===== src/sv/uyvyrot_pkg.sv =====
// ---------------------------------------------------------------------------
// uyvyrot_pkg
// Shared types, constants and helpers for the UYVY 90/270 frame rotator.
// ---------------------------------------------------------------------------
package uyvyrot_pkg;

  localparam int unsigned DefMaxWidth  = 640;
  localparam int unsigned DefMaxHeight = 480;

  localparam logic [9:0] WidthReset  = 10'd640;
  localparam logic [8:0] HeightReset = 9'd480;

  typedef enum logic [1:0] {
    REG_WIDTH     = 2'd0,
    REG_HEIGHT    = 2'd1,
    REG_DIRECTION = 2'd2
  } cfg_reg_e;

  typedef enum logic {
    CMD_LOAD = 1'b0,
    CMD_EMIT = 1'b1
  } cmd_e;

  typedef struct packed {
    logic is_read;
    logic odd;
    logic ccw;
    logic last;
  } op_t;

  typedef struct packed {
    logic full;
    logic empty;
  } fifo_status_t;

  localparam int unsigned OpBits = $bits(op_t);

  function automatic logic [7:0] luma_at(input logic [31:0] word, input logic odd);
    return odd ? word[31:24] : word[15:8];
  endfunction

endpackage


===== src/sv/uyvyrot_front.sv =====
// ---------------------------------------------------------------------------
// uyvyrot_front
// Config registers, frame geometry and command classification: tracks load
// and output positions and queues store writes and paired store reads.
// ---------------------------------------------------------------------------
module uyvyrot_front #(
  parameter int unsigned MaxWidth  = uyvyrot_pkg::DefMaxWidth,
  parameter int unsigned MaxHeight = uyvyrot_pkg::DefMaxHeight,
  localparam int unsigned Depth    = (MaxWidth / 2) * MaxHeight,
  localparam int unsigned CntW     = $clog2(Depth + 1)
) (
  input  logic                     clk_i,
  input  logic                     rst_ni,
  input  logic                     cfg_valid_i,
  input  logic [1:0]               cfg_index_i,
  input  logic [9:0]               cfg_data_i,
  input  logic                     in_valid_i,
  output logic                     in_ready_o,
  input  logic                     command_i,
  input  logic [7:0]               in_u_i,
  input  logic [7:0]               in_y0_i,
  input  logic [7:0]               in_v_i,
  input  logic [7:0]               in_y1_i,
  input  logic                     q_full_i,
  output logic                     push_o,
  output uyvyrot_pkg::op_t         op_o,
  output logic [CntW-1:0]          addr_a_o,
  output logic [CntW-1:0]          addr_b_o,
  output logic [31:0]              wdata_o
);

  localparam int unsigned LimW0 = MaxWidth - (MaxWidth % 2);
  localparam int unsigned LimH0 = MaxHeight - (MaxHeight % 2);
  localparam int unsigned LimW  = (LimW0 < 2) ? 2 : LimW0;
  localparam int unsigned LimH  = (LimH0 < 2) ? 2 : LimH0;

  logic [9:0]      width_q;
  logic [8:0]      height_q;
  logic            ccw_q;
  logic            settle_q;
  logic            fresh_q;
  logic [CntW-1:0] load_q;
  logic [9:0]      row_q;
  logic [7:0]      pair_q;
  logic [9:0]      col_q;
  logic [CntW-1:0] ia_q;
  logic [CntW-1:0] total_q, total_d;
  logic [CntW-1:0] corner_q, corner_d;

  logic [9:0]      w_even, w_eff;
  logic [8:0]      h_even, h_eff;
  logic [8:0]      hw;
  logic [7:0]      hh;
  logic            cfg_we, cfg_hit, accept, is_emit;
  logic [CntW-1:0] ia_cur, ib_cur, ia_row, ia_step, row_base;
  logic [9:0]      col_cur, col_next;
  logic            data_ok, load_ok, last, pair_wrap;

  always_comb begin
    w_even = {width_q[9:1], 1'b0};
    if (w_even < 10'd2) begin
      w_eff = 10'd2;
    end else if (32'(w_even) > LimW) begin
      w_eff = 10'(LimW);
    end else begin
      w_eff = w_even;
    end
    h_even = {height_q[8:1], 1'b0};
    if (h_even < 9'd2) begin
      h_eff = 9'd2;
    end else if (32'(h_even) > LimH) begin
      h_eff = 9'(LimH);
    end else begin
      h_eff = h_even;
    end
  end

  assign hw       = w_eff[9:1];
  assign hh       = h_eff[8:1];
  assign total_d  = CntW'(18'(hw) * 18'(h_eff));
  assign corner_d = CntW'(18'(hw) * 18'(h_eff - 9'd2));

  always_comb begin
    cfg_hit = 1'b0;
    unique case (uyvyrot_pkg::cfg_reg_e'(cfg_index_i))
      uyvyrot_pkg::REG_WIDTH,
      uyvyrot_pkg::REG_HEIGHT,
      uyvyrot_pkg::REG_DIRECTION: cfg_hit = 1'b1;
      default:                    cfg_hit = 1'b0;
    endcase
  end

  assign cfg_we     = cfg_valid_i && cfg_hit;
  assign in_ready_o = !settle_q && !q_full_i;
  assign accept     = in_valid_i && in_ready_o;
  assign is_emit    = (uyvyrot_pkg::cmd_e'(command_i) == uyvyrot_pkg::CMD_EMIT);

  always_comb begin
    if (fresh_q) begin
      ia_cur  = ccw_q ? CntW'(hw - 9'd1) : corner_q;
      col_cur = ccw_q ? (w_eff - 10'd1) : 10'd0;
    end else begin
      ia_cur  = ia_q;
      col_cur = col_q;
    end
  end

  assign ib_cur    = ia_cur + CntW'(hw);
  assign data_ok   = (ib_cur < load_q);
  assign load_ok   = (load_q < total_q);
  assign pair_wrap = (pair_q == hh - 8'd1);
  assign last      = (row_q == w_eff - 10'd1) && pair_wrap;
  assign col_next  = ccw_q ? (col_cur - 10'd1) : (col_cur + 10'd1);
  assign row_base  = ccw_q ? '0 : corner_q;
  assign ia_row    = row_base + CntW'(col_next[9:1]);
  assign ia_step   = ccw_q ? (ia_cur + CntW'(w_eff)) : (ia_cur - CntW'(w_eff));

  assign push_o       = accept && (is_emit ? data_ok : load_ok);
  assign op_o.is_read = is_emit;
  assign op_o.odd     = col_cur[0];
  assign op_o.ccw     = ccw_q;
  assign op_o.last    = last;
  assign addr_a_o     = is_emit ? ia_cur : load_q;
  assign addr_b_o     = ib_cur;
  assign wdata_o      = {in_y1_i, in_v_i, in_y0_i, in_u_i};

  always_ff @(posedge clk_i) begin
    total_q  <= total_d;
    corner_q <= corner_d;
  end

  always_ff @(posedge clk_i or negedge rst_ni) begin
    if (!rst_ni) begin
      width_q  <= uyvyrot_pkg::WidthReset;
      height_q <= uyvyrot_pkg::HeightReset;
      ccw_q    <= 1'b0;
      settle_q <= 1'b1;
      fresh_q  <= 1'b1;
      load_q   <= '0;
      row_q    <= '0;
      pair_q   <= '0;
      col_q    <= '0;
      ia_q     <= '0;
    end else begin
      settle_q <= 1'b0;
      if (cfg_we) begin
        unique case (uyvyrot_pkg::cfg_reg_e'(cfg_index_i))
          uyvyrot_pkg::REG_WIDTH:     width_q  <= cfg_data_i;
          uyvyrot_pkg::REG_HEIGHT:    height_q <= cfg_data_i[8:0];
          uyvyrot_pkg::REG_DIRECTION: ccw_q    <= cfg_data_i[0];
          default:                    ccw_q    <= ccw_q;
        endcase
        settle_q <= 1'b1;
        fresh_q  <= 1'b1;
        load_q   <= '0;
        row_q    <= '0;
        pair_q   <= '0;
      end else if (accept) begin
        if (!is_emit) begin
          if (load_ok) begin
            load_q <= load_q + CntW'(1);
          end
        end else if (data_ok) begin
          if (last) begin
            fresh_q <= 1'b1;
            load_q  <= '0;
            row_q   <= '0;
            pair_q  <= '0;
          end else if (pair_wrap) begin
            fresh_q <= 1'b0;
            pair_q  <= '0;
            row_q   <= row_q + 10'd1;
            col_q   <= col_next;
            ia_q    <= ia_row;
          end else begin
            fresh_q <= 1'b0;
            pair_q  <= pair_q + 8'd1;
            col_q   <= col_cur;
            ia_q    <= ia_step;
          end
        end
      end
    end
  end

endmodule


===== config.mk =====
export PLATFORM = sky130hd
export DESIGN_NAME = uyvyrot_front
export DESIGN_NICKNAME = d
export VERILOG_FILES = /design/src/sv/uyvyrot_pkg.sv /design/src/sv/uyvyrot_front.sv
export SDC_FILE = /design/constraint.sdc
export NUM_CORES = 1
export LEC_CHECK = 0
export BUFFER_PORTS_ARGS = -buffer_cell sky130_fd_sc_hd__buf_2
export CAP_MARGIN = 20
export CORE_MARGIN = 4
export CORE_UTILIZATION = 31
export CTS_CLUSTER_DIAMETER = 40
export DETAILED_ROUTE_END_ITERATION = 8
export PLACE_DENSITY = 0.52
export SYNTH_ARGS = -nofsm -noshare
export SYNTH_HDL_FRONTEND = slang
export SYNTH_SLANG_ARGS = --single-unit

===== constraint.sdc =====
create_clock -name clk_i -period 9.7 [get_ports clk_i]
set_input_delay 0.485 -clock clk_i [delete_from_list [all_inputs] [get_ports clk_i]]
set_output_delay 0.485 -clock clk_i [all_outputs]
set_load 0.02 [all_outputs]

==> run summary <==
Post-CTS Setup Bufs - 0
Rows - 79
Most frequent cell on the critical path - a21oi_1
Most common library cells after synthesis - inv_1, nor2_1, nand2_1
Tot GR Track Use - 18.1%
Deepest clock path buffer count - 2
RSZ-0062 raised after global routing - false
Core Util, Final - 34.0%
CP Launch Point - width_q[9]
Post-DR wirelength/cell - 18.8 um
First-pass GRT wire length - 72.1 mm
Nets - 2,100
R2r worst-path depth - 27
Setup Crit Path Kind - flip-flop to flip-flop
Hold buffer count at CTS - 1
Final wirelength - 45.1 mm
DIE AREA - 50,700 um2
GRT Residual Overflow - 0
WHS Path Cells - 3
Synth top area share - 14.4%
Reg-to-Reg Start - width_q[9]
Synth Cell Area - 14,600 um2
I/O pins - 124
CP Launch Type - flip-flop
Worst rel slew slack - 30.8%
Setup violations, final - 0
Layout area overhead - 8.26%
Status - completed
Initial antenna violation count - 3
FF+latch count, synth - 118
Sink Count - 118
FFs w/ async S/R, synth - 71.2%
I/O Buffers - 59
Clk root buf - clkbuf_16
Fmax - 123 MHz
Total power - 5660 uW
Post-synth EDFFs - 0
Synth area leaders - ha_1, fa_1, dfrtp_1
Synthesized area per cell - 8.13 um2
Most common cell in the netlist - inv_1
Share of cells above drive strength 1 - 8.84%
Die H - 225 um
Core area - 46,600 um2
GP Congestion - 0.882
TritonCTS clock tree - yes
Synth cell types - 79
Critical path data arrival time - 8.47 ns
Prevailing post-synth register cell - dfrtp_1
Quantity of gates resized following cts - 0
Seq/Total Area, Yosys - 19.1%
Mapped Nets - 2,113
Largest net degree at the start of global routing - 68
TritonRoute pass-1 iters - 6
CP peak stage delay - 0.86 ns
Leading area contributor after synthesis - ha_1
VDD IR-drop max - 0.000170 V
Initial Utilization - 31.4%
Final hold vios - 0
Vias in the first global route - 12,600
Warnings, synthesis - 0
TNS Setup - 0 ns
Worst-Skew Late Latency - 0.44 ns
Critical path required time - 10.06 ns
CP max FO - 47
Crit path time final - 8.12 ns
Fin crit share - 83.7%
DR vias/cell - 5.31
Bufs and invs on worst path - 3
Antenna-violating nets left - 0
Clock Skew - 0.0121 ns
Iteration-0 DRC Markers - 952
Residual DRC - 0
Final Slew Violations - 0
Clock-pin slew on the worst setup and hold paths - 0.06 ns
Fillers - 4,880
Crit path max-delay family - compound AO/OA/AOI/OAI gates
Least-Margin Pin Slew - 1.03 ns
Vias post-DR - 12,800
Hold path start - cfg_data_i[9]
Num CTS Buffers - 17
Lkg Pwr - 0.00757 uW
Die width - 225 um
Slowest CP cell - dfstp_2
Worst min path class - input port to flip-flop
Ant. Diodes - 0
HPWL after detailed placement - 35.7 mm
Synth Instances - 1,798
Crit path depth - 27
Max Cap Viol - 0
PwrDens - 357 nW/um2
H-tree Lvls - 4
Crit end category - flip-flop
area by class of cell:
class | count | area, um2 | area share [%]
multi-input cells | 1353 | 10500 | 66.1
inverters | 223 | 837 | 5.29
flip-flops and latches | 118 | 2790 | 17.7
clock inverters | 13 | 106 | 0.672
repair buffers | 72 | 395 | 2.50
clock buffers | 19 | 475 | 3.01
well taps | 607 | 759 | 4.80
placed cells by master, fill, tap and decap left out, types with 9 or more instances in the layout:
master,instances
a22oi_1,14
nor2_1,183
or4_1,15
clkbuf_16,19
xnor2_1,72
nand3_1,44
buf_2,58
nor4_1,9
o21ai_0,89
nand4_1,17
inv_1,218
a31oi_1,20
a211oi_1,9
and3_1,16
nand2_1,172
xor2_1,15
o211ai_1,14
nor2b_1,29
ha_1,168
dfrtp_1,75
or3_1,16
dfxtp_1,34
o21bai_1,14
nor3_1,34
o31ai_1,10
a21oi_1,102
mux2_2,25
nand2b_1,15
and2_1,9
mux2i_1,17
buf_4,12
fa_1,97
a21o_1,17
metrics by stage:
step	std cells	instance area [um2]	worst slack (ns)	hold slack [ns]
2_1_floorplan	1798	14600	2.00	0.189
4_1_cts	2404	15800	1.66	0.283
3_3_place_gp	2371	15200	1.94	0.386
3_5_place_dp	2371	15200	1.68	0.385
5_1_grt	2405	15800	0.942	0.291
6_report	2405	15800	1.58	0.318
power breakdown:
group | internal [uW] | switching (uW)
registers | 669 | 160
logic | 1680 | 2510
clock network | 364 | 271
total | 2720 | 2940
sequential cells by signal, indices dropped and copies added (netlist names):
signal    flops
ccw_q         1
col_q        10
corner_q     17
fresh_q       1
height_q      8
ia_q         18
load_q       18
pair_q        8
row_q        10
settle_q      1
total_q      17
width_q       9
final timing paths:
kind | end | slack (ns)
worst max register to register | row_q[9] | 1.58
worst max-delay path | row_q[9] | 1.58
max in group asynchronous | height_q[4] | 7.95
worst min register to register | ia_q[9] | 0.48
min in group asynchronous | col_q[2] | 0.48
worst min-delay path | width_q[9] | 0.32
tightest hold or removal path: stages:
cell     delay, ns
buf_2         0.12
nand2_1       0.05
o21ai_0       0.08
per-layer routing:
metal | GRT usage [%] | routed length, um | up-vias
met2 | 28.9 | 20600 | 352
met3 | 2.08 | 2210 | 71
met1 | 25.4 | 20800 | 6274
met4 | 6.48 | 1430 | 0
li1 | - | - | 6083
met5 | 0 | 0 | -
logic make-up after synthesis:
family                   synth area share, %
flip-flops                              19.1
XOR/XNOR                                5.37
adder cells (fa/ha/maj)                 27.7
multiplexers                            3.09
AND/OR/NAND/NOR                         19.0
buffers and inverters                   9.44
AO/OA/AOI/OAI                           16.3
Note: power is estimated with default switching activity, not from simulation.
