## src/sv/uyvyrot_pkg.sv

```systemverilog
// ---------------------------------------------------------------------------
// uyvyrot_pkg
// Shared types, constants and helpers for the UYVY 90/270 frame rotator.
// ---------------------------------------------------------------------------
package uyvyrot_pkg;

  localparam int unsigned DefMaxWidth  = 640;
  localparam int unsigned DefMaxHeight = 480;

  localparam logic [9:0] WidthReset  = 10'd640;
  localparam logic [8:0] HeightReset = 9'd480;

  typedef enum logic [1:0] {
    REG_WIDTH     = 2'd0,
    REG_HEIGHT    = 2'd1,
    REG_DIRECTION = 2'd2
  } cfg_reg_e;

  typedef enum logic {
    CMD_LOAD = 1'b0,
    CMD_EMIT = 1'b1
  } cmd_e;

  typedef struct packed {
    logic is_read;
    logic odd;
    logic ccw;
    logic last;
  } op_t;

  typedef struct packed {
    logic full;
    logic empty;
  } fifo_status_t;

  localparam int unsigned OpBits = $bits(op_t);

  function automatic logic [7:0] luma_at(input logic [31:0] word, input logic odd);
    return odd ? word[31:24] : word[15:8];
  endfunction

endpackage

```

## src/sv/uyvyrot_fifo.sv

```systemverilog
// ---------------------------------------------------------------------------
// uyvyrot_fifo
// Two-word queue between the command front end and the frame store back end.
// ---------------------------------------------------------------------------
module uyvyrot_fifo #(
  parameter int unsigned Width = 8
) (
  input  logic                       clk_i,
  input  logic                       rst_ni,
  input  logic                       push_i,
  input  logic [Width-1:0]           data_i,
  input  logic                       pop_i,
  output logic [Width-1:0]           data_o,
  output uyvyrot_pkg::fifo_status_t  status_o
);

  logic [Width-1:0] slot_q [2];
  logic             wptr_q, wptr_d;
  logic             rptr_q, rptr_d;
  logic [1:0]       cnt_q, cnt_d;
  logic             do_push, do_pop;

  assign status_o.full  = (cnt_q == 2'd2);
  assign status_o.empty = (cnt_q == 2'd0);
  assign do_push = push_i && !status_o.full;
  assign do_pop  = pop_i && !status_o.empty;
  assign data_o  = slot_q[rptr_q];

  always_comb begin
    wptr_d = do_push ? ~wptr_q : wptr_q;
    rptr_d = do_pop ? ~rptr_q : rptr_q;
    cnt_d  = cnt_q;
    if (do_push && !do_pop) begin
      cnt_d = cnt_q + 2'd1;
    end else if (do_pop && !do_push) begin
      cnt_d = cnt_q - 2'd1;
    end
  end

  always_ff @(posedge clk_i or negedge rst_ni) begin
    if (!rst_ni) begin
      wptr_q <= 1'b0;
      rptr_q <= 1'b0;
      cnt_q  <= 2'd0;
    end else begin
      wptr_q <= wptr_d;
      rptr_q <= rptr_d;
      cnt_q  <= cnt_d;
    end
  end

  always_ff @(posedge clk_i) begin
    if (do_push) begin
      slot_q[wptr_q] <= data_i;
    end
  end

endmodule

```

## config.mk

```make
export PLATFORM = sky130hd
export DESIGN_NAME = uyvyrot_fifo
export DESIGN_NICKNAME = d
export VERILOG_FILES = /design/src/sv/uyvyrot_pkg.sv /design/src/sv/uyvyrot_fifo.sv
export SDC_FILE = /design/constraint.sdc
export NUM_CORES = 1
export LEC_CHECK = 0
export BUFFER_PORTS_ARGS = -buffer_cell sky130_fd_sc_hd__buf_2
export CAP_MARGIN = 20
export CORE_MARGIN = 2
export CORE_UTILIZATION = 45
export DETAILED_ROUTE_END_ITERATION = 16
export GPL_TIMING_DRIVEN = 0
export MAX_ROUTING_LAYER = met4
export PLACE_DENSITY = 0.67
export RECOVER_POWER = 100
export SLEW_MARGIN = 20
export SYNTH_ARGS = -nofsm -noshare
export SYNTH_HDL_FRONTEND = slang
export SYNTH_SLANG_ARGS = --single-unit
```

## constraint.sdc

```tcl
create_clock -name clk_i -period 2 [get_ports clk_i]
set_input_delay 0.2 -clock clk_i [delete_from_list [all_inputs] [get_ports clk_i]]
set_output_delay 0.2 -clock clk_i [all_outputs]
set_load 0.1 [all_outputs]
```

==> summary.txt, run 1 <==
Synth
  – Seq/Total Area, Yosys: 74.2%
  – Post-synthesis net count: 57
  – Synth Instances: 44
  – Number of flops mapped to enable cells by yosys: 16
  – Yosys reg bits: 20
  – Share of the synthesized area in the top cell type: 61.4%
  – Post-Syn Area: a little under 800 um2
  – Asr flop ratio synth: around 20%
  – Synthesized area per cell: about 18 um2
  – Library cells used by synthesis: 15
  – Synth top area cells: edfxtp_1 (61%), dfrtp_1 (13%), mux2_1 (8.6%)
  – Most frequent cells after synthesis: edfxtp_1 (16), mux2_1 (6), dfrtp_1 (4)
  – Cell with the most instances after synthesis: edfxtp_1
  – Ys flop type: edfxtp_1
  – Yosys top cell by area: edfxtp_1
  – Synthesis warning total: 0

Setup path
  – R2R Path Start: cnt_q[0]
  – Worst setup SP type: register
  – Slowest cell on crit path: clkbuf_2
  – Worst path bufs/invs: 2
  – Arrival time worst endpoint: between 1500 and 2000 ps
  – Top delay family on crit path: buffers and inverters
  – CP endpoint kind: primary output
  – Critical path class: register to primary output
  – Critical Path Fanout Max: 9
  – Reg2Reg Depth: 3
  – CP required: 1800 ps
  – R2r endpoint: slot_q[0][4]
  – R2R setup slack: 330 ps
  – Worst-path cell chain: buf_2, mux2_1, clkbuf_2
  – Slowest stage delay, CP: 370 ps

GRT
  – First-pass GRT wire length: 1.68 mm
  – Number of global-route vias before repair: 436
  – Total track usage: approximately 12%
  – Largest net degree at the start of global routing: 13
  – Antenna violations before repair: 0
  – Gr ovfl total: 0

Finish
  – Non-Filler Instances: slightly below 90
  – Layout area overhead: 23.7%
  – Final nets: 84
  – Cell area after layout: 967 um2
  – ANT cells: 0
  – Share of layout cells above drive strength 1: 40.0%

Die
  – Vert. Die Dim: between 40 and 50 um
  – Ports: 22
  – DIE AREA: 2090 um2
  – Num rows: 15
  – Die width: around 46 um
  – Core footprint: 1670 um2
  – Initial core utilization: 46.8%

Routing
  – Vias: 425
  – DRC: 0
  – DR WL/cell: 12.1 um
  – Final WL: 1.05 mm
  – Drt first pass iters: 2
  – DR vias/cell: 4.89
  – Routed Antenna Nets: 0
  – Iteration-0 DRC Markers: 8

Clock network
  – Clock buffer depth: 2
  – Sink Count: 20
  – H-tree Lvls: 1
  – Clock Root Buffer: clkbuf_4
  – Clk Latency, worst-skew pair: between 200 and 300 ps
  – Total CTS buffers: 3
  – CTS clk-pin slew, worst paths: between 100 and 150 ps
  – CTS tree: done
  – Post-CTS Setup Inserts: 0

Worst hold path
  – Hold Crit Endpoint: slot_q[1][1]
  – Hold path start: data_i[1]
  – Hold WC Path Type: input pin to register
  – Hold depth: 1

Timing
  – Worst Clk Skew: 2.45 ps
  – Setup violations, final: 0
  – Crit path time final: between 1500 and 2000 ps
  – Unrepaired setup endpoints after global routing: no
  – Final hold vios: 0
  – Max Slew Vio Count: 0
  – TNS Setup: 0 ps
  – Measured slew at the worst slew-check pin: 744 ps
  – Period Utilization, post-route: 89.3%
  – Slew headroom: between 50% and 60%
  – Max Freq: 0.560 GHz

Placement
  – Dpl cells: 82
  – RePlAce Congestion: between 0.6 and 0.7
  – Dpl hpwl: around 760 um
  – Port buffer count: 21
  – Area after DPL: 908 um2

Run status
  – Outcome: finished clean

Job
  – Max-cap viol count: 0
## repair_timing
action	CTS	global route
gates resized for setup	0	0
hold endpoints to repair	4	0
hold buffers	1	0
## cell type report
| cell class | count | area, um2 |
|---|---|---|
| fillers | 148 | 703 |
| flip-flops and latches | 20 | 581 |
| multi-input cells | 21 | 186 |
| repair buffers | 22 | 114 |
| clock inverters | 1 | 30.0 |
| clock buffers | 3 | 22.5 |
| well taps | 17 | 21.3 |
| inverters | 2 | 7.51 |
| plain buffers | 1 | 5.00 |
## how the worst max path moves through the flow
| stage | startpoint | endpoint | slack (ps) | cells past startpoint |
|---|---|---|---|---|
| after floorplan | cnt_q[0] | status_o[0] | 130 | 1 |
| after global placement | cnt_q[0] | slot_q[0][5] | 360 | 3 |
| after detailed placement | cnt_q[0] | slot_q[0][6] | 340 | 3 |
| after CTS | rptr_q | data_o[3] | 260 | 3 |
| after global routing | rptr_q | data_o[5] | 130 | 3 |
| final | rptr_q | data_o[3] | 210 | 3 |
## logic make-up (layout without fill, tap and decap cells)
group                    Yosys count  in the layout  synth area share, %
AO/OA/AOI/OAI                      1              1                0.639
buffers and inverters              3             29                 1.60
multiplexers                       8              8                 11.5
AND/OR/NAND/NOR                    6              6                 3.84
flip-flops                        20             20                 74.2
adder cells (fa/ha/maj)            1              1                 1.60
XOR/XNOR                           5              5                 6.56
## metrics by stage
step	hold WS, ps	setup slack [ps]	utilization (%)
final	90.1	215	57.9
after global placement	9.01	365	54.4
after global routing	64.3	133	57.9
after CTS	74.9	256	58.1
after detailed placement	13.0	335	54.4
after floorplan	-95.6	127	-
## registers in the layout, indices dropped and copies added (netlist names)
register,cells
cnt_q,2
rptr_q,1
slot_q,16
wptr_q,1
## metal layers
metal | part of all wire, % | vias up | global-route usage [%]
met2 | 49 | 13 | 19.2
li1 | - | 212 | -
met1 | 45 | 200 | 14.7
met4 | 0 | 0 | 5.29
met5 | 0 | - | -
met3 | 5.1 | 0 | 3.57
## layout by cell type (no fill, tap or decap), drive strengths merged
cell and count:
and3 1, buf 11, bufinv 1, clkbuf 14, dfrtp 4, dlygate4sd3 1
edfxtp 16, ha 1, inv 2, mux2 8, nand2 1, nand2b 1
nor2 3, o21ai 1, xnor2 3, xor2 2
Power of run 1 is not shown: default switching activity piles up to over one toggle a cycle in this logic, so the estimate is an artifact.
==> run 2: changes to the inputs <==
--- a/config.mk
+++ b/config.mk
@@ -5,10 +5,12 @@
 export SDC_FILE = /design/constraint.sdc
 export NUM_CORES = 1
 export LEC_CHECK = 0
+export ABC_AREA = 1
 export BUFFER_PORTS_ARGS = -buffer_cell sky130_fd_sc_hd__buf_2
 export CAP_MARGIN = 20
 export CORE_MARGIN = 2
 export CORE_UTILIZATION = 45
+export CTS_BUF_LIST = sky130_fd_sc_hd__clkbuf_8
 export DETAILED_ROUTE_END_ITERATION = 16
 export GPL_TIMING_DRIVEN = 0
 export MAX_ROUTING_LAYER = met4
==> summary.txt, run 2 <==
Placement
  – Port buffer count: 21 (unchanged)
  – Dpl hpwl: 892 um (was 761 um)
  – DP Worst Slack: 363 ps (was 335 ps)
  – RePlAce Congestion: 0.742 (was 0.605)
  – Area after DPL: 953 um2 (was 908 um2)

Timing
  – Setup violations, final: 0 (unchanged)
  – Unrepaired setup endpoints after global routing: no (unchanged)
  – Measured slew at the worst slew-check pin: 730 ps (was 744 ps)
  – Worst Clk Skew: 2.21 ps (was 2.45 ps)
  – TNS Setup: 0 ps (unchanged)
  – Max Slew Vio Count: 0 (unchanged)
  – Final hold vios: 0 (unchanged)
  – Max Freq: 0.575 GHz (was 0.560 GHz)
  – Crit path time final: 1740 ps (was 1790 ps)
  – Final WS setup: 262 ps (was 215 ps)
  – Period Utilization, post-route: 86.9% (was 89.3%)
  – Slew headroom: 51.1% (was 50.2%)

Finish
  – Most frequent cells in the layout: nand2_1 (33), edfxtp_1 (16), buf_2 (10), clkbuf_2 (10), inv_1 (7) (was edfxtp_1 (16), buf_2 (11), clkbuf_2 (10))
  – Regs by FF count: slot_q x16, cnt_q x2 (unchanged)
  – Layout area overhead: 24.0% (was 23.7%)
  – Cell area after layout: 1000 um2 (was 967 um2)
  – Top reg by flops: slot_q (unchanged)
  – Most common cell after layout, fill and taps aside: nand2_1 (was edfxtp_1)
  – Share of layout cells above drive strength 1: 26.3% (was 40.0%)
  – Post-layout util: 58.8% (was 57.9%)
  – Final nets: 113 (was 84)
  – Largest register FFs: 16 (unchanged)
  – ANT cells: 0 (unchanged)

Synth
  – Post-Syn Area: 810 um2 (was 782 um2)
  – Synthesized area per cell: 11.1 um2 (was 17.8 um2)
  – Yosys top cell by area: edfxtp_1 (unchanged)
  – Ys flop type: edfxtp_1 (unchanged)
  – Seq/Total Area, Yosys: 71.7% (was 74.2%)
  – Asr flop ratio synth: 20.0% (unchanged)
  – Synth Instances: 73 (was 44)
  – Cell with the most instances after synthesis: nand2_1 (was edfxtp_1)
  – Yosys reg bits: 20 (unchanged)
  – Synthesis warning total: 0 (unchanged)
  – Synth top area cells: edfxtp_1 (59%), nand2_1 (15%), dfrtp_1 (12%) (was edfxtp_1 (61%), dfrtp_1 (13%), mux2_1 (8.6%))
  – Post-synthesis net count: 86 (was 57)
  – Number of flops mapped to enable cells by yosys: 16 (unchanged)
  – Most frequent cells after synthesis: nand2_1 (33), edfxtp_1 (16), inv_1 (7) (was edfxtp_1 (16), mux2_1 (6), dfrtp_1 (4))
  – Share of the synthesized area in the top cell type: 59.4% (was 61.4%)
  – Library cells used by synthesis: 14 (was 15)

Setup path
  – Worst setup SP type: register (unchanged)
  – CP required: 1800 ps (about the same)
  – R2R setup slack: 380 ps (was 330 ps)
  – Critical path class: register to primary output (unchanged)
  – CP endpoint kind: primary output (unchanged)
  – Critical Path Fanout Max: 10 (was 9)
  – Arrival time worst endpoint: 1540 ps (was 1590 ps)

Routing
  – Routed Antenna Nets: 0 (unchanged)
  – Vias: 565 (was 425)
  – DR vias/cell: 4.56 (was 4.89)
  – Drt first pass iters: 4 (was 2)
  – Final WL: 1.25 mm (was 1.05 mm)
  – DRC: 0 (unchanged)
  – Iteration-0 DRC Markers: 5 (was 8)
  – DR WL/cell: 10.1 um (was 12.1 um)

Die
  – Die width: 46.4 um (was 45.7 um)
  – Core footprint: 1710 um2 (was 1670 um2)
  – Initial core utilization: 47.4% (was 46.8%)
  – Ports: 22 (unchanged)
  – Num rows: 15 (unchanged)
  – DIE AREA: 2150 um2 (was 2090 um2)
  – Vert. Die Dim: 46.4 um (was 45.7 um)

GRT
  – First-pass GRT wire length: 1.84 mm (was 1.68 mm)
  – Largest net degree at the start of global routing: 12 (was 13)
  – Total track usage: 13.3% (was 12.2%)
  – Antenna violations before repair: 0 (unchanged)
  – Gr ovfl total: 0 (unchanged)
  – Number of global-route vias before repair: 455 (was 436)

Clock network
  – Total CTS buffers: 3 (unchanged)
  – Post-CTS Setup Inserts: 0 (unchanged)
  – Clock Root Buffer: clkbuf_8 (was clkbuf_4)
  – H-tree Lvls: 1 (unchanged)
  – Clock buffer depth: 2 (unchanged)
  – CTS tree: done (unchanged)
  – Sink Count: 20 (unchanged)
  – Clk Latency, worst-skew pair: 250 ps (was 290 ps)
  – CTS clk-pin slew, worst paths: 70 ps (was 110 ps)

Run status
  – Outcome: finished clean (unchanged)

Worst hold path
  – Hold WC Path Type: input pin to register (unchanged)

Job
  – Max-cap viol count: 0 (unchanged)
[run 2: metal layers]
metal	wire, um	part of all wire, %	vias to the layer above	global-route usage [%]
li1	-	-	285	-
met3	57	4.5	2	3.53
met1	555	44	266	14.9
met4	9	0.72	0	6.86
met5	0	0	-	-
met2	631	50	12	21.7
[run 2: timing repair]
action / in CTS / in global routing
hold buffers: 1 / 0
endpoints found under the hold margin: 4 / 0
gates resized for setup: 0 / 0
[run 2: layout make-up]
class | instances | area (um2)
Timing Repair Buffer | 22 | 113
Multi-Input combinational cell | 44 | 199
Inverter | 8 | 30.0
Tap cell | 25 | 31.3
Fill cell | 158 | 704
Buffer | 1 | 5.00
Clock inverter | 1 | 3.75
Sequential cell | 20 | 581
Clock buffer | 3 | 41.3
[run 2: kinds of logic (layout without fill, tap and decap cells)]
kind of cell / count (synthesis) / count (layout) / share of synthesized area [%]
AO/OA/AOI/OAI: 2 / 2 / 1.24
adder cells (fa/ha/maj): 1 / 1 / 1.55
buffers and inverters: 9 / 35 / 4.33
flip-flops: 20 / 20 / 71.7
XOR/XNOR: 1 / 1 / 1.08
AND/OR/NAND/NOR: 40 / 40 / 20.1
[run 2: worst paths after layout]
path	cells past startpoint	to	startpoint
worst max-delay path	5	data_o[6]	rptr_q
worst min-delay path	1	slot_q[1][7]	data_i[7]
worst max register to register	2	slot_q[1][1]	cnt_q[0]
worst min register to register	2	wptr_q	wptr_q
max in group asynchronous	2	cnt_q[1]	rst_ni
min in group asynchronous	2	wptr_q	rst_ni
[run 2: per-stage QoR]
| stage | cells | hold slack (ps) |
|---|---|---|
| after detailed placement | 119 | 16.4 |
| after floorplan | 73 | -95.6 |
| final | 124 | 136 |
| after CTS | 124 | 131 |
| after global placement | 119 | 12.6 |
| after global routing | 124 | 128 |
[run 2: critical path: stages, from the launching register on]
cell and delay, ps:
dfrtp_1 350, buf_2 180, inv_2 170, nand2_1 70
nand2_1 70, clkbuf_2 450
Power of run 2 is left out for the same reason.
==> run 3: changes to the inputs <==
--- a/config.mk
+++ b/config.mk
@@ -15,7 +15,7 @@
 export GPL_TIMING_DRIVEN = 0
 export MAX_ROUTING_LAYER = met4
 export PLACE_DENSITY = 0.67
-export RECOVER_POWER = 100
+export RECOVER_POWER = 25
 export SLEW_MARGIN = 20
 export SYNTH_ARGS = -nofsm -noshare
 export SYNTH_HDL_FRONTEND = slang
==> summary.txt, run 3 (synthesis results as in run 2) <==
Run status
  – Outcome: finished clean (unchanged)

Timing
  – Max Freq: 0.587 GHz (was 0.575 GHz)
  – Unrepaired setup endpoints after global routing: no (unchanged)
  – Final hold vios: 0 (unchanged)
  – TNS Setup: 0 ps (unchanged)
  – Period Utilization, post-route: 85.2% (was 86.9%)
  – Measured slew at the worst slew-check pin: 734 ps (was 730 ps)
  – Max Slew Vio Count: 0 (unchanged)
  – Worst hold slack: 135 ps (was 136 ps)
  – Setup violations, final: 0 (unchanged)
  – Crit path time final: 1700 ps (was 1740 ps)
  – Worst Clk Skew: 2.03 ps (was 2.21 ps)
  – Slew headroom: 50.9% (was 51.1%)

Finish
  – Most frequent cells in the layout: nand2_1 (33), buf_2 (22), edfxtp_1 (16) (was nand2_1 (33), edfxtp_1 (16), buf_2 (10), clkbuf_2 (10), inv_1 (7))
  – Cell area after layout: 1010 um2 (was 1000 um2)
  – Regs by FF count: slot_q x16, cnt_q x2 (unchanged)
  – Top reg by flops: slot_q (unchanged)
  – Final nets: 113 (unchanged)
  – Largest register FFs: 16 (unchanged)
  – Layout area overhead: 24.6% (was 24.0%)
  – Share of layout cells above drive strength 1: 29.3% (was 26.3%)
  – Fill cells: 158 (unchanged)
  – Most common cell after layout, fill and taps aside: nand2_1 (unchanged)
  – ANT cells: 0 (unchanged)

Setup path
  – Critical path class: register to primary output (unchanged)
  – Critical Path Fanout Max: 10 (unchanged)
  – Levels on crit path: 5 (unchanged)
  – R2r endpoint: slot_q[1][5] (was slot_q[1][1])
  – Worst setup SP type: register (unchanged)
  – R2R setup slack: 380 ps (about the same)
  – Worst path bufs/invs: 3 (unchanged)
  – Worst-path cell chain: buf_2, inv_2, nand2_1, nand2_1, buf_2 (was buf_2, inv_2, nand2_1, nand2_1, clkbuf_2)
  – R2R Path Start: cnt_q[0] (unchanged)
  – Slowest cell on crit path: buf_2 (was clkbuf_2)
  – CP endpoint kind: primary output (unchanged)
  – Arrival time worst endpoint: 1500 ps (was 1540 ps)
  – Top delay family on crit path: buffers and inverters (unchanged)
  – Reg2Reg Depth: 2 (unchanged)
  – Slowest stage delay, CP: 420 ps (was 450 ps)
  – CP required: 1800 ps (about the same)

Clock network
  – CTS clk-pin slew, worst paths: 70 ps (about the same)
  – Clock buffer depth: 2 (unchanged)
  – Cts repair resizes: 0 (unchanged)
  – CTS tree: done (unchanged)
  – Clock Root Buffer: clkbuf_8 (unchanged)
  – Total CTS buffers: 3 (unchanged)
  – Post-CTS Setup Inserts: 0 (unchanged)
  – Sink Count: 20 (unchanged)
  – H-tree Lvls: 1 (unchanged)
  – Post-cts hold buffer count: 1 (unchanged)
  – Clk Latency, worst-skew pair: 250 ps (about the same)

GRT
  – Largest net degree at the start of global routing: 12 (unchanged)
  – Number of global-route vias before repair: 455 (unchanged)
  – First-pass GRT wire length: 1.84 mm (unchanged)
  – Total track usage: 13.3% (unchanged)
  – Antenna violations before repair: 0 (unchanged)
  – Gr ovfl total: 0 (unchanged)

Routing
  – DR vias/cell: 4.51 (was 4.56)
  – DR WL/cell: 10.1 um (unchanged)
  – Final WL: 1.25 mm (unchanged)
  – Drt first pass iters: 4 (unchanged)
  – Vias: 559 (was 565)
  – Routed Antenna Nets: 0 (unchanged)
  – Iteration-0 DRC Markers: 4 (was 5)
  – DRC: 0 (unchanged)

Die
  – Core footprint: 1710 um2 (unchanged)
  – Die width: 46.4 um (unchanged)
  – Initial core utilization: 47.4% (unchanged)
  – Num rows: 15 (unchanged)
  – Vert. Die Dim: 46.4 um (unchanged)
  – DIE AREA: 2150 um2 (unchanged)
  – Ports: 22 (unchanged)

Worst hold path
  – Hold depth: 1 (unchanged)
  – Hold WC Path Type: input pin to register (unchanged)
  – Hold Crit Endpoint: slot_q[1][7] (unchanged)
  – Hold path start: data_i[7] (unchanged)

Job
  – Max-cap viol count: 0 (unchanged)

Placement
  – Area after DPL: 953 um2 (unchanged)
  – RePlAce Congestion: 0.742 (unchanged)
  – Dpl hpwl: 892 um (unchanged)
  – Port buffer count: 21 (unchanged)
[run 3: per-layer routing]
layer	global-route usage, %	wire, um	vias to the layer above
met5	-	0	-
met4	6.86	9	0
met3	3.53	58	2
met2	21.7	637	12
met1	14.9	546	260
li1	-	-	285
[run 3: worst register-to-register path: cells and delay by family (launching register included)]
| kind | cells | cell delay [ps] |
|---|---|---|
| flops | 1 | 510 |
| compound gates | 1 | 170 |
| simple gates | 1 | 580 |
[run 3: how the worst max path moves through the flow]
stage	from	end	slack (ps)
after floorplan	cnt_q[0]	cnt_q[1]	270
after global placement	cnt_q[0]	slot_q[1][5]	400
after detailed placement	cnt_q[0]	slot_q[1][4]	360
after CTS	rptr_q	data_o[6]	280
after global routing	rptr_q	data_o[2]	210
final	rptr_q	data_o[6]	300
[run 3: stage by stage]
| step | cells | setup slack, ps | util [%] |
|---|---|---|---|
| CTS | 124 | 279 | 59.0 |
| floorplan | 73 | 269 | - |
| finish | 124 | 295 | 59.0 |
| detailed placement | 119 | 363 | 55.8 |
| global route | 124 | 212 | 59.0 |
| global placement | 119 | 403 | 55.8 |
[run 3: final cells by class]
class | instances | area, um2 | share of cell area (%)
Multi-Input combinational cell | 44 | 201 | 20.0
Clock inverter | 1 | 3.75 | 0.372
Clock buffer | 3 | 41.3 | 4.09
Inverter | 8 | 30.0 | 2.98
Timing Repair Buffer | 22 | 115 | 11.4
Tap cell | 25 | 31.3 | 3.10
Sequential cell | 20 | 581 | 57.6
Buffer | 1 | 5.00 | 0.496
Power of run 3 is left out for the same reason.
